### src/sv/usmg_divider.sv
// usmg_divider: pipelined restoring divider, one quotient bit per stage.
// Computes ({in_hi, in_lo}) / in_d with in_hi < in_d; no package dependency.
module usmg_divider #(
   parameter int LO_W  = 18,
   parameter int D_W   = 10,
   parameter int TAG_W = 1
) (
   input  logic             clock,
   input  logic             reset,
   input  logic             en,
   input  logic             in_valid,
   input  logic [D_W-1:0]   in_hi,
   input  logic [LO_W-1:0]  in_lo,
   input  logic [D_W-1:0]   in_d,
   input  logic [TAG_W-1:0] in_tag,
   output logic             out_valid,
   output logic [LO_W-1:0]  out_q,
   output logic [D_W-1:0]   out_r,
   output logic [TAG_W-1:0] out_tag
);

   logic             valid_ff [LO_W];
   logic [D_W-1:0]   rem_ff   [LO_W];
   logic [LO_W-1:0]  bits_ff  [LO_W];  // remaining dividend bits, quotient shifts in
   logic [D_W-1:0]   d_ff     [LO_W];
   logic [TAG_W-1:0] tag_ff   [LO_W];

   for (genvar i = 0; i < LO_W; i++) begin : g_stage
      logic             src_valid;
      logic [D_W-1:0]   src_rem;
      logic [LO_W-1:0]  src_bits;
      logic [D_W-1:0]   src_d;
      logic [TAG_W-1:0] src_tag;
      logic [D_W:0]     trial;
      logic             ge;
      logic [D_W-1:0]   rem_in;
      logic [LO_W-1:0]  bits_in;

      if (i == 0) begin : g_first
         assign src_valid = in_valid;
         assign src_rem   = in_hi;
         assign src_bits  = in_lo;
         assign src_d     = in_d;
         assign src_tag   = in_tag;
      end else begin : g_next
         assign src_valid = valid_ff[i-1];
         assign src_rem   = rem_ff[i-1];
         assign src_bits  = bits_ff[i-1];
         assign src_d     = d_ff[i-1];
         assign src_tag   = tag_ff[i-1];
      end

      assign trial   = {src_rem, src_bits[LO_W-1]};
      assign ge      = trial >= {1'b0, src_d};
      assign rem_in  = ge ? D_W'(trial - {1'b0, src_d}) : trial[D_W-1:0];
      assign bits_in = {src_bits[LO_W-2:0], ge};

      always_ff @(posedge clock) begin
         if (reset) begin
            valid_ff[i] <= 1'b0;
         end else if (en) begin
            valid_ff[i] <= src_valid;
         end
      end

      always_ff @(posedge clock) begin
         if (en) begin
            rem_ff[i]  <= rem_in;
            bits_ff[i] <= bits_in;
            d_ff[i]    <= src_d;
            tag_ff[i]  <= src_tag;
         end
      end
   end

   assign out_valid = valid_ff[LO_W-1];
   assign out_q     = bits_ff[LO_W-1];
   assign out_r     = rem_ff[LO_W-1];
   assign out_tag   = tag_ff[LO_W-1];

endmodule

### config.mk
export PLATFORM = sky130hd
export DESIGN_NAME = usmg_divider
export DESIGN_NICKNAME = d
export VERILOG_FILES = /design/src/sv/usmg_divider.sv
export SDC_FILE = /design/constraint.sdc
export NUM_CORES = 1
export LEC_CHECK = 0
export ABC_AREA = 1
export BUFFER_PORTS_ARGS = -buffer_cell sky130_fd_sc_hd__buf_2
export CELL_PAD_IN_SITES_DETAIL_PLACEMENT = 1
export CELL_PAD_IN_SITES_GLOBAL_PLACEMENT = 2
export CORE_MARGIN = 5
export CORE_UTILIZATION = 45
export DETAILED_ROUTE_END_ITERATION = 8
export GPL_TIMING_DRIVEN = 0
export PLACE_DENSITY_LB_ADDON = 0.1
export SYNTH_ARGS = -nofsm -noshare
export SYNTH_HDL_FRONTEND = slang
export SYNTH_SLANG_ARGS = --single-unit
### constraint.sdc
create_clock -name clock -period 3.55 [get_ports clock]
set_clock_uncertainty 0.2 [all_clocks]
set_input_delay 0.8875 -clock clock [delete_from_list [all_inputs] [get_ports clock]]
set_output_delay 0.8875 -clock clock [all_outputs]
set_load 0.01 [all_outputs]
# Word level (Yosys, flattened, before mapping)
# Memory sizes are Yosys's and may differ from the RTL's.
# Index checks and enable logic that the tools add are counted.
dict set report word_totals {
  regBits 0
  ramBits 720
  input_bits 43
  output_inout_bits 30
  mem_count 5
}
dict set report op_classes {
  n_addsub 18
  order_cmp 18
  muxes 42
  bitwise 18
}
# memory words width rd rd_clocked_by_memory_dff write_ports line_no
set mem_list {}
lappend mem_list {bits_ff 18 18 18 0 18 24} ;# logic [LO_W-1:0] bits_ff [LO_W];
lappend mem_list {d_ff 18 10 17 0 18 25} ;# logic [D_W-1:0] d_ff [LO_W];
lappend mem_list {rem_ff 18 10 18 0 18 23} ;# logic [D_W-1:0] rem_ff [LO_W];
lappend mem_list {tag_ff 18 1 18 0 18 26} ;# logic [TAG_W-1:0] tag_ff [LO_W];
lappend mem_list {valid_ff 18 1 18 0 18 22} ;# logic valid_ff [LO_W];
# operator count
set op_table {}
lappend op_table {{11-bit by 10-bit >= comparator with 1-bit output} 18}
lappend op_table {{10-bit 2-to-1 mux} 18}
lappend op_table {{10-bit subtractor} 18}
lappend op_table {{1-bit 2-to-1 mux} 24}
lappend op_table {{1-bit OR} 18}

# Depth between registers and ports, before layout
dict set report logic_depth {
  ltp_word 4
  ltp_mapped 12
}

# Least setup slack after synthesis
# No wires, ideal clock.
dict set report synth_timing {
  kind {input to register}
  startpoint {in in_d[5]}
  endpoint {mem rem_ff[0][9] (data pin)}
  setup_ps 253
  arrival_ps 1995
  slack_ps 1102
  cell_stages 11
  path_cell_list {inv_1 -> ha_1 -> nand2_1 -> inv_1 -> a21oi_1 -> nand2_1 -> nand2_1 -> nand2_2 -> buf_6 -> nand3_1 -> nand2_1}
}
# item line_no
set synth_rtl {}
lappend synth_rtl {{from (decl)} 14} ;# input logic [D_W-1:0] in_d,
lappend synth_rtl {{to (decl)} 23}

==> results.toml <==
[layout]
diodes = 0
utilization_pct = 51.11
drive_above_1_share_pct = 8.146
final_cell_mix = "nand2_1 (1,078), edfxtp_1 (710), inv_1 (516)"
mostFrequentLayoutCell = "nand2_1"
syn2layout_area_growth_pct = 12.35
final_nets = 3640

[timing]
timing.slew.headroom_pct = 31.72
period_share_pct = 77.59
hold_viol = 0
worst_pin_slew_ps = 1024
finalCriticalPeriod_ps = 2754
tns_ps = 0
rsz0062_at_grt = "no"
clock.fmax_mhz = 363.1
setup_viol = 0
whs_ps = 208.2
slew_viol_final = 0
finalWorstSetupSlack_ps = 795.6

[yosys]
yosys.area_share.xor_xnor_pct = 1.394
synth_flop_cell = "edfxtp_1"
synth_top_family_by_area = "simple AND/OR/NAND/NOR gates"
synth_compound_area_share_pct = 1.969
synthMuxAreaShare_pct = 0
synthSimpleGateAreaFrac_pct = 19.48
avgSynthCellArea_sq_um = 10.47
ys_ff_latch = 710
synth_area_sq_mm = 0.03393
async_flop_share_pct = 0
synthAdderAreaFrac_pct = 7.701
syn_nets = 3482
syn_inst = 3241
ys_seq_area_share_pct = 62.84
synth_edf_count = 710
netlist-cell-type-count = 27
yosys_warnings = 0

[cts]
insertion_delay_ps = 610
ctsLongestPathBuffers = 3
cts_tree = "done"
cts-root-buf = "clkbuf_16"
tritoncts.num_buffers = 79
hold_buffers = 0
clk_pin_slew_ps = 60
numClockSinks = 710
ctsHtreeMaxLevel = 3
post_cts_buffers = 0
ctsResizeCount = 0

[power_and_ir_drop]
peakVddDrop_mv = 0.5091
power_density_mw_per_mm2 = 799.7
p_leak_nw = 17.22

[route]
drcViolationCount = 0
firstDrtPassIters = 4
routedWlPerCell_um = 16.68
dr.first_iter.drc_count = 1013
num_vias = 21572
wl_um = 73900
avgViaCountPerCell = 4.868
ant_nets = 0

[grt]
grt_use_met1_pct = 23.55
grt_max_degree = 141
grt_pass1_wl_um = 120200
grt_use_met2_pct = 32.56
grt_overflow = 0
grtUsageMet3_pct = 2.572
grt_busiest_layer = "met2"
grt_pass1_vias = 23017
antenna_found_initial = 1
grt.total_usage_pct = 18.30

[placement]
routabilityCongestion = 0.8053
dp_hpwl_um = 55030
port_buffers = 72
post-place-ws_ps = 168.2

[die]
core_area_sq_mm = 0.07457
die_w_um = 284.6
rows = 100
dieArea_sq_mm = 0.08098
num_io_pins = 73
start_util_pct = 45.49
die_h_um = 284.6

[flow_run]
drv_cap = 0

[min_path]
hp-class = "register to register"

[critical_path]
critical_path_class = "primary input to register"
worstPathRequired_ps = 3580
end_kind = "register"
crit_arrival_ps = 2780
worst_setup_path_start_kind = "primary input"
critical_path.max_fanout = 140

[status]
status = "finished clean"
[worst paths after layout]
check	cells after the start	slack, ps	to	from
worst min register to register	0	210	bits_ff[4][4]	bits_ff[3][3]
worst max register to register	10	1210	rem_ff[11][9]	rem_ff[10][1]
worst max-delay path	3	800	bits_ff[16][8]	en
worst min-delay path	0	210	bits_ff[4][4]	bits_ff[3][3]
[final cells by class]
class | count | area [sq um]
plain buffers | 23 | 239.0
clock buffers | 94 | 2076
clock inverters | 50 | 394.1
fillers | 8174 | 36460
inverters | 534 | 2004
multi-input cells | 1974 | 10360
flip-flops and latches | 710 | 21320
well taps | 969 | 1212
repair buffers | 77 | 508.0
[sequential cells by signal, indices dropped and copies added, names as in the netlist]
| signal | cells |
|---|---|
| tag_ff | 18 |
| rem_ff | 180 |
| d_ff | 170 |
| bits_ff | 324 |
| valid_ff | 18 |
[cell usage after synthesis (all sizes together), types with 9 or more instances]
library cell / count / share of area [%]
a21oi: 87 / 1.3
and2: 13 / 0.26
buf: 21 / 0.65
edfxtp: 710 / 63
fa: 18 / 1.1
ha: 180 / 6.6
inv: 534 / 5.9
nand2: 1097 / 12
nand3: 253 / 3.8
nand3b: 13 / 0.29
nand4: 21 / 0.39
nor2: 170 / 1.9
nor3: 9 / 0.13
o21ai: 18 / 0.27
o21bai: 15 / 0.33
or2: 23 / 0.42
xor2: 54 / 1.4
[per-layer routing]
layer  part of all wire, %  vias up
li1                      -    10946
met1                    45    10301
met2                    50      222
met3                   3.0      103
met4                   2.2        0
met5                     0        -
[critical path, stage by stage]
cell and delay, ps:
buf_8 630, buf_16 420, buf_16 520
[through the flow]
step	cell area, sq um	total power, W	instances
5_1_grt	38120	0.03293	4431
3_5_place_dp	35650	0.02300	4287
2_1_floorplan	33930	0.01966	3241
4_1_cts	38120	0.03099	4431
6_report	38120	0.03048	4431
3_3_place_gp	35500	0.02283	4282
[power breakdown]
part           switching, W  total (W)  internal (W)
registers          0.000883     0.0123        0.0114
clock network       0.00321    0.00775       0.00454
logic               0.00677     0.0105       0.00370
[cell families after synthesis]
logic type / Yosys count
xor+xnor: 54
flops: 710
simple gates: 1599
compound gates: 123
buf+inv: 557
fa+ha+maj: 198
Note: power is estimated with default switching activity, not from simulation.
